## src/bpa_pkg.sv

```systemverilog
// ----------------------------------------------------------------------------
// bpa_pkg
// Shared types and constants of the buddy page allocator.
// ----------------------------------------------------------------------------
package bpa_pkg;

    localparam int NUM_PAGES  = 4096;
    localparam int PAGE_W     = 12;
    localparam int NUM_LEVELS = 11;
    localparam int LVL_W      = 4;
    localparam int CNT_W      = 13;
    localparam int FRAME_W    = 20;
    localparam int ABS_W      = 21;
    localparam int SIZE_W     = 12;
    localparam int ADDR_W     = 3;

    localparam logic [LVL_W-1:0] LVL_ALLOC = LVL_W'(NUM_LEVELS);
    localparam logic [LVL_W-1:0] LVL_TOP   = LVL_W'(NUM_LEVELS - 1);

    localparam logic [1:0] STAT_OK       = 2'd0;
    localparam logic [1:0] STAT_OOM      = 2'd1;
    localparam logic [1:0] STAT_BAD_SIZE = 2'd2;
    localparam logic [1:0] STAT_BAD_FREE = 2'd3;

    localparam logic CMD_ALLOC = 1'b0;
    localparam logic CMD_FREE  = 1'b1;

    localparam logic REG_FIRST_FRAME = 1'b0;
    localparam logic REG_PAGES       = 1'b1;

    typedef struct packed {
        logic [FRAME_W-1:0] first_frame;
        logic [CNT_W-1:0]   pages_in_use;
    } cfg_t;

endpackage

```

## src/bpa_cfg.sv

```systemverilog
// ----------------------------------------------------------------------------
// bpa_cfg
// APB register file: segment start frame and segment length.
// ----------------------------------------------------------------------------
module bpa_cfg
    import bpa_pkg::*;
(
    input  logic              clk,
    input  logic              rst_n,
    input  logic              psel,
    input  logic              penable,
    input  logic              pwrite,
    input  logic [ADDR_W-1:0] paddr,
    input  logic [31:0]       pwdata,
    output logic [31:0]       prdata,
    output logic              pready,
    output cfg_t              cfg
);

    logic [FRAME_W-1:0] first_frame_reg;
    logic [CNT_W-1:0]   pages_reg;
    logic               wr_en;

    assign pready = 1'b1;
    assign wr_en  = psel & penable & pwrite;

    always_ff @(posedge clk or negedge rst_n)
    begin
        if (!rst_n)
        begin
            first_frame_reg <= '0;
            pages_reg       <= CNT_W'(NUM_PAGES);
        end
        else if (wr_en)
        begin
            unique case (paddr[2])
                REG_FIRST_FRAME: first_frame_reg <= pwdata[FRAME_W-1:0];
                REG_PAGES:       pages_reg       <= pwdata[CNT_W-1:0];
                default:         ;
            endcase
        end
    end

    always_comb
    begin
        unique case (paddr[2])
            REG_FIRST_FRAME: prdata = {{(32-FRAME_W){1'b0}}, first_frame_reg};
            REG_PAGES:       prdata = {{(32-CNT_W){1'b0}}, pages_reg};
            default:         prdata = '0;
        endcase
    end

    assign cfg.first_frame  = first_frame_reg;
    assign cfg.pages_in_use = pages_reg;

endmodule

```

## config.mk

```make
export PLATFORM = sky130hd
export DESIGN_NAME = bpa_cfg
export DESIGN_NICKNAME = d
export VERILOG_FILES = /design/src/bpa_pkg.sv /design/src/bpa_cfg.sv
export SDC_FILE = /design/constraint.sdc
export NUM_CORES = 1
export LEC_CHECK = 0
export BUFFER_PORTS_ARGS = -buffer_cell sky130_fd_sc_hd__buf_2
export CAP_MARGIN = 10
export CELL_PAD_IN_SITES_DETAIL_PLACEMENT = 0
export CELL_PAD_IN_SITES_GLOBAL_PLACEMENT = 1
export CORE_ASPECT_RATIO = 0.6
export CORE_MARGIN = 4
export CORE_UTILIZATION = 31
export DETAILED_ROUTE_END_ITERATION = 7
export PLACE_DENSITY_LB_ADDON = 0.1
export SYNTH_ARGS = -nofsm -noshare
export SYNTH_HDL_FRONTEND = slang
export SYNTH_SLANG_ARGS = --single-unit
```

## constraint.sdc

```tcl
create_clock -name clk -period 1.06 [get_ports clk]
set_input_delay 0.159 -clock clk [delete_from_list [all_inputs] [get_ports clk]]
set_output_delay 0.159 -clock clk [all_outputs]
set_load 0.01 [all_outputs]
```

# Yosys cells after proc, flatten, opt, wreduce, memory -nomap -nowiden

Cells that the tools add are included.

Muxes and demuxes: 1
Bitwise logic cells: 3
Reduce and logical (&&, ||, !) cells: 2

Operators by type and width:

| cell                                | count |
|---|---|
| one-hot mux 32 bit (2 select lines) | 1 |
| AND reduction 2 bit                 | 2 |
| AND 1 bit                           | 2 |
| NOT 1 bit                           | 1 |

Register bits: 33
Input port bits: 40
Output and inout port bits: 66
Word-level logic and storage cells: 8

# Logic depth before layout (Yosys ltp)

Depth in word-level cells: 3
Mapped depth: 3
Depth with buffers taken out: 2

# Worst setup path before layout

No wires, ideal clock.

Kind: input -> register
From: input port paddr[2]
To: register first_frame_reg[15]
Library setup time: 0.128 ns
Data arrival time: 0.805 ns
Data required time: 0.932 ns
Path slack: 0.127 ns
Stages: 3
Buffers on the path: 1
Path through: nand4b_1 > buf_2 > mux2_1

Word-level cells in the longest chain between the ends: 2

RTL lines:

| element                       | line          | source |
|---|---|---|
| start, declared               | bpa_cfg.sv:13 | `input logic [ADDR_W-1:0] paddr,` |
| NOT 1 bit (no line)           | --            |  |
| AND reduction 2 bit (no line) | --            |  |
| end signal, assigned          | bpa_cfg.sv:37 | `REG_FIRST_FRAME: first_frame_reg <= pwdata[FRAME_W-1:0];` |
| end, declared                 | bpa_cfg.sv:20 | `logic [FRAME_W-1:0] first_frame_reg;` |

No other way between the ends.
A chain may end at the register's enable or synchronous reset.

# Worst setup path after layout

From: register first_frame_reg[10]
To: output port prdata[10]

Word-level cells in the longest chain between the ends: 1

RTL lines:

| element                             | line          | source |
|---|---|---|
| one-hot mux 32 bit (2 select lines) | bpa_cfg.sv:46 | `unique case (paddr[2])` |
| end, declared                       | bpa_cfg.sv:15 | `output logic [31:0] prdata,` |

No other way between the ends. The select of a mux whose other input is x is not followed.

==> summary.txt <==
Worst setup path
  – Setup crit start: first_frame_reg[10]
  – CP Max Fanout: 3
  – Worst setup SP type: flip-flop
  – Worst Path Arrival: 1070 ps
  – Worst r2r path cells: 3
  – CP Class: flip-flop to primary output
  – Crit end category: primary output
  – Worst r2r src: first_frame_reg[8]
  – Critical Path RT: 900 ps

Die
  – IO Count: 106
  – Die area: 0.00636 mm2
  – Core ar.: 0.00475 mm2
  – Row Count: 19
  – DIE HEIGHT: 63.4 um
  – Die width: 100 um
  – Initial core utilization: 33.3%

Power
  – Leakage: 1.36 nW
  – Total power divided by cell area: 1810 mW/mm2
  – Worst vdd ir: 0.905 mV

Run status
  – Violated checks: setup timing
  – Outcome: complete, but fails checks

STA
  – Tmin final: 1230 ps
  – Final period util: 116%
  – RSZ-0062 raised after global routing: true
  – Fin. Hold Viols: 0
  – Final setup viols: 25
  – Max-slew violation count: 0
  – Final setup skew: 0 ps
  – Hold_ws: 98.8 ps
  – Final setup margin: -173 ps
  – Total negative slack: -2320 ps
  – Max Clock Freq: 811 MHz

GRT
  – Vias in the first global route: 1304
  – First-pass GRT wire length: 6.61 mm
  – Initial antenna violation count: 0
  – Global Route Usage Sum: 13.2%
  – GRT Residual Overflow: 0
  – Largest net degree at the start of global routing: 19

CTS
  – Total CTS buffers: 5
  – H-tree levels: 2
  – Reg clk slew, reported paths: 60 ps
  – Clock Sinks: 33
  – Worst-skew pair later-pin latency: 270 ps
  – Clock Tree Buf Depth: 2
  – CTS tree: yes
  – Clock Tree Root: clkbuf_8

Synthesis
  – Total of warnings raised by yosys: 0
  – Syn_area_per_cell: 14.7 um2
  – Flops & latches, synth: 33
  – Post-Syn Area: 0.00158 mm2
  – Synth Instances: 108
  – Sequential area share after synthesis: 52.2%
  – Yosys cell types: 12

Route
  – Top routing layer in use: met4
  – Post-DRT Antenna Nets: 0
  – Drt via density: 4.33
  – Detail Route met3 WL: 281 um
  – Total Wirelength: 4.01 mm
  – Met2 WL post-DR: 1.86 mm
  – Met1 WL: 1.85 mm
  – Vias post-DR: 1218
  – Routed WL per cell: 14.3 um
  – Residual DRC: 0
  – Pre-antenna DRT Iters: 4
  – First DRT Iteration DRCs: 18

Finish
  – Layout cells sized above 1: 74.3%
  – Area Growth Syn to Fin: 65.5%
  – Register area: 827 um2
  – Ant diodes: 0
  – Fillers: 415
  – Largest register FFs: 20
  – Nets: 257
  – Multi-input logic area: 714 um2

Run
  – Max-cap violation count: 0

Place
  – Final Wtd Congestion: 0.762
  – Port Buffers: 78
  – HPWL after DPL: 2.84 mm

Hold path
  – Worst hold start: pwdata[15]
  – Hold path depth: 2
  – Hold WC Path Type: input port to flip-flop
-- cell usage after synthesis --
| cell | number | share of area (%) |
|---|---|---|
| nor2b_1 | 7 | 2.8 |
| nand4b_1 | 1 | 0.55 |
| mux2_4 | 10 | 9.5 |
| buf_4 | 13 | 6.2 |
| buf_6 | 1 | 0.71 |
| conb_1 | 2 | 0.47 |
| buf_2 | 4 | 1.3 |
| mux2_1 | 1 | 0.71 |
| dfrtp_1 | 32 | 51 |
| nand4_2 | 1 | 0.79 |
| dfstp_2 | 1 | 1.7 |
| mux2_2 | 35 | 25 |
-- worst max-delay path, cell delays in order (launching register included) --
cell and delay [ps]:
dfrtp_1 410, mux2_4 280, buf_6 120
-- power by group --
| group | internal (mW) | leakage (nW) | switching (mW) | total, mW |
|---|---|---|---|---|
| Combinational | 1.38 | 0.924 | 0.746 | 2.13 |
| Clock | 0.466 | 0.0395 | 0.407 | 0.873 |
| Sequential | 1.55 | 0.395 | 0.209 | 1.76 |
| Total | 3.39 | 1.36 | 1.36 | 4.75 |
-- metal layers --
metal  track usage (%)  vias to the layer above
met5                 0                        -
met1              16.9                      606
met3              5.18                        2
met4              3.53                        0
met2              20.8                       45
li1                  -                      565
-- kinds of logic (layout without fill, tap and decap cells) --
group	count (synthesis)	after routing	synth area share (%)
multiplexers	46	46	35.1
flip-flops	33	33	52.2
buffers and inverters	18	117	8.14
AND/OR/NAND/NOR	9	9	4.11
other	2	13	0.474
-- cell usage in the layout (no fill, tap or decap), types with 2 or more instances in the layout --
| master | n |
|---|---|
| buf_12 | 3 |
| clkbuf_1 | 3 |
| mux2_2 | 27 |
| clkbuf_8 | 5 |
| buf_4 | 10 |
| conb_1 | 13 |
| buf_2 | 47 |
| mux2_4 | 18 |
| dfrtp_1 | 32 |
| nor2b_4 | 2 |
| nor2b_1 | 5 |
| buf_6 | 48 |
-- final cells by class --
| type | instances | area share, % |
|---|---|---|
| clock buffers | 8 | 3.05 |
| multi-input cells | 68 | 27.3 |
| flip-flops and latches | 33 | 31.6 |
| well taps | 63 | 3.01 |
| repair buffers | 109 | 35.1 |
-- worst paths after layout --
| path | endpoint | slack [ps] |
|---|---|---|
| min in group asynchronous | first_frame_reg[5] | 340 |
| hold / removal | first_frame_reg[15] | 100 |
| setup / recovery | prdata[10] | -170 |
| hold reg to reg | first_frame_reg[15] | 520 |
| setup reg to reg | first_frame_reg[8] | 50 |
| max in group asynchronous | first_frame_reg[19] | 290 |
-- what timing repair did --
action                     4_1_cts  5_1_grt
setup buffers                   17        8
setup endpoints to repair       21       38
hold endpoints to repair        14        0
resized for setup               41       20
pin swaps                        0        0
hold buffers                     1        0
-- through the flow --
stage | power [mW] | instance area [um2] | setup WS, ps | utilization [%] | instances
after detailed placement | 3.08 | 2060 | -138 | 43.4 | 250
final | 4.75 | 2620 | -173 | 55.1 | 281
after CTS | 4.63 | 2510 | -184 | 52.7 | 276
after floorplan | 2.49 | 1630 | 127 | - | 119
after global placement | 3.06 | 2060 | -123 | 43.4 | 250
after global routing | 5.06 | 2620 | -219 | 55.1 | 281
(Power assumes the default switching activity.)
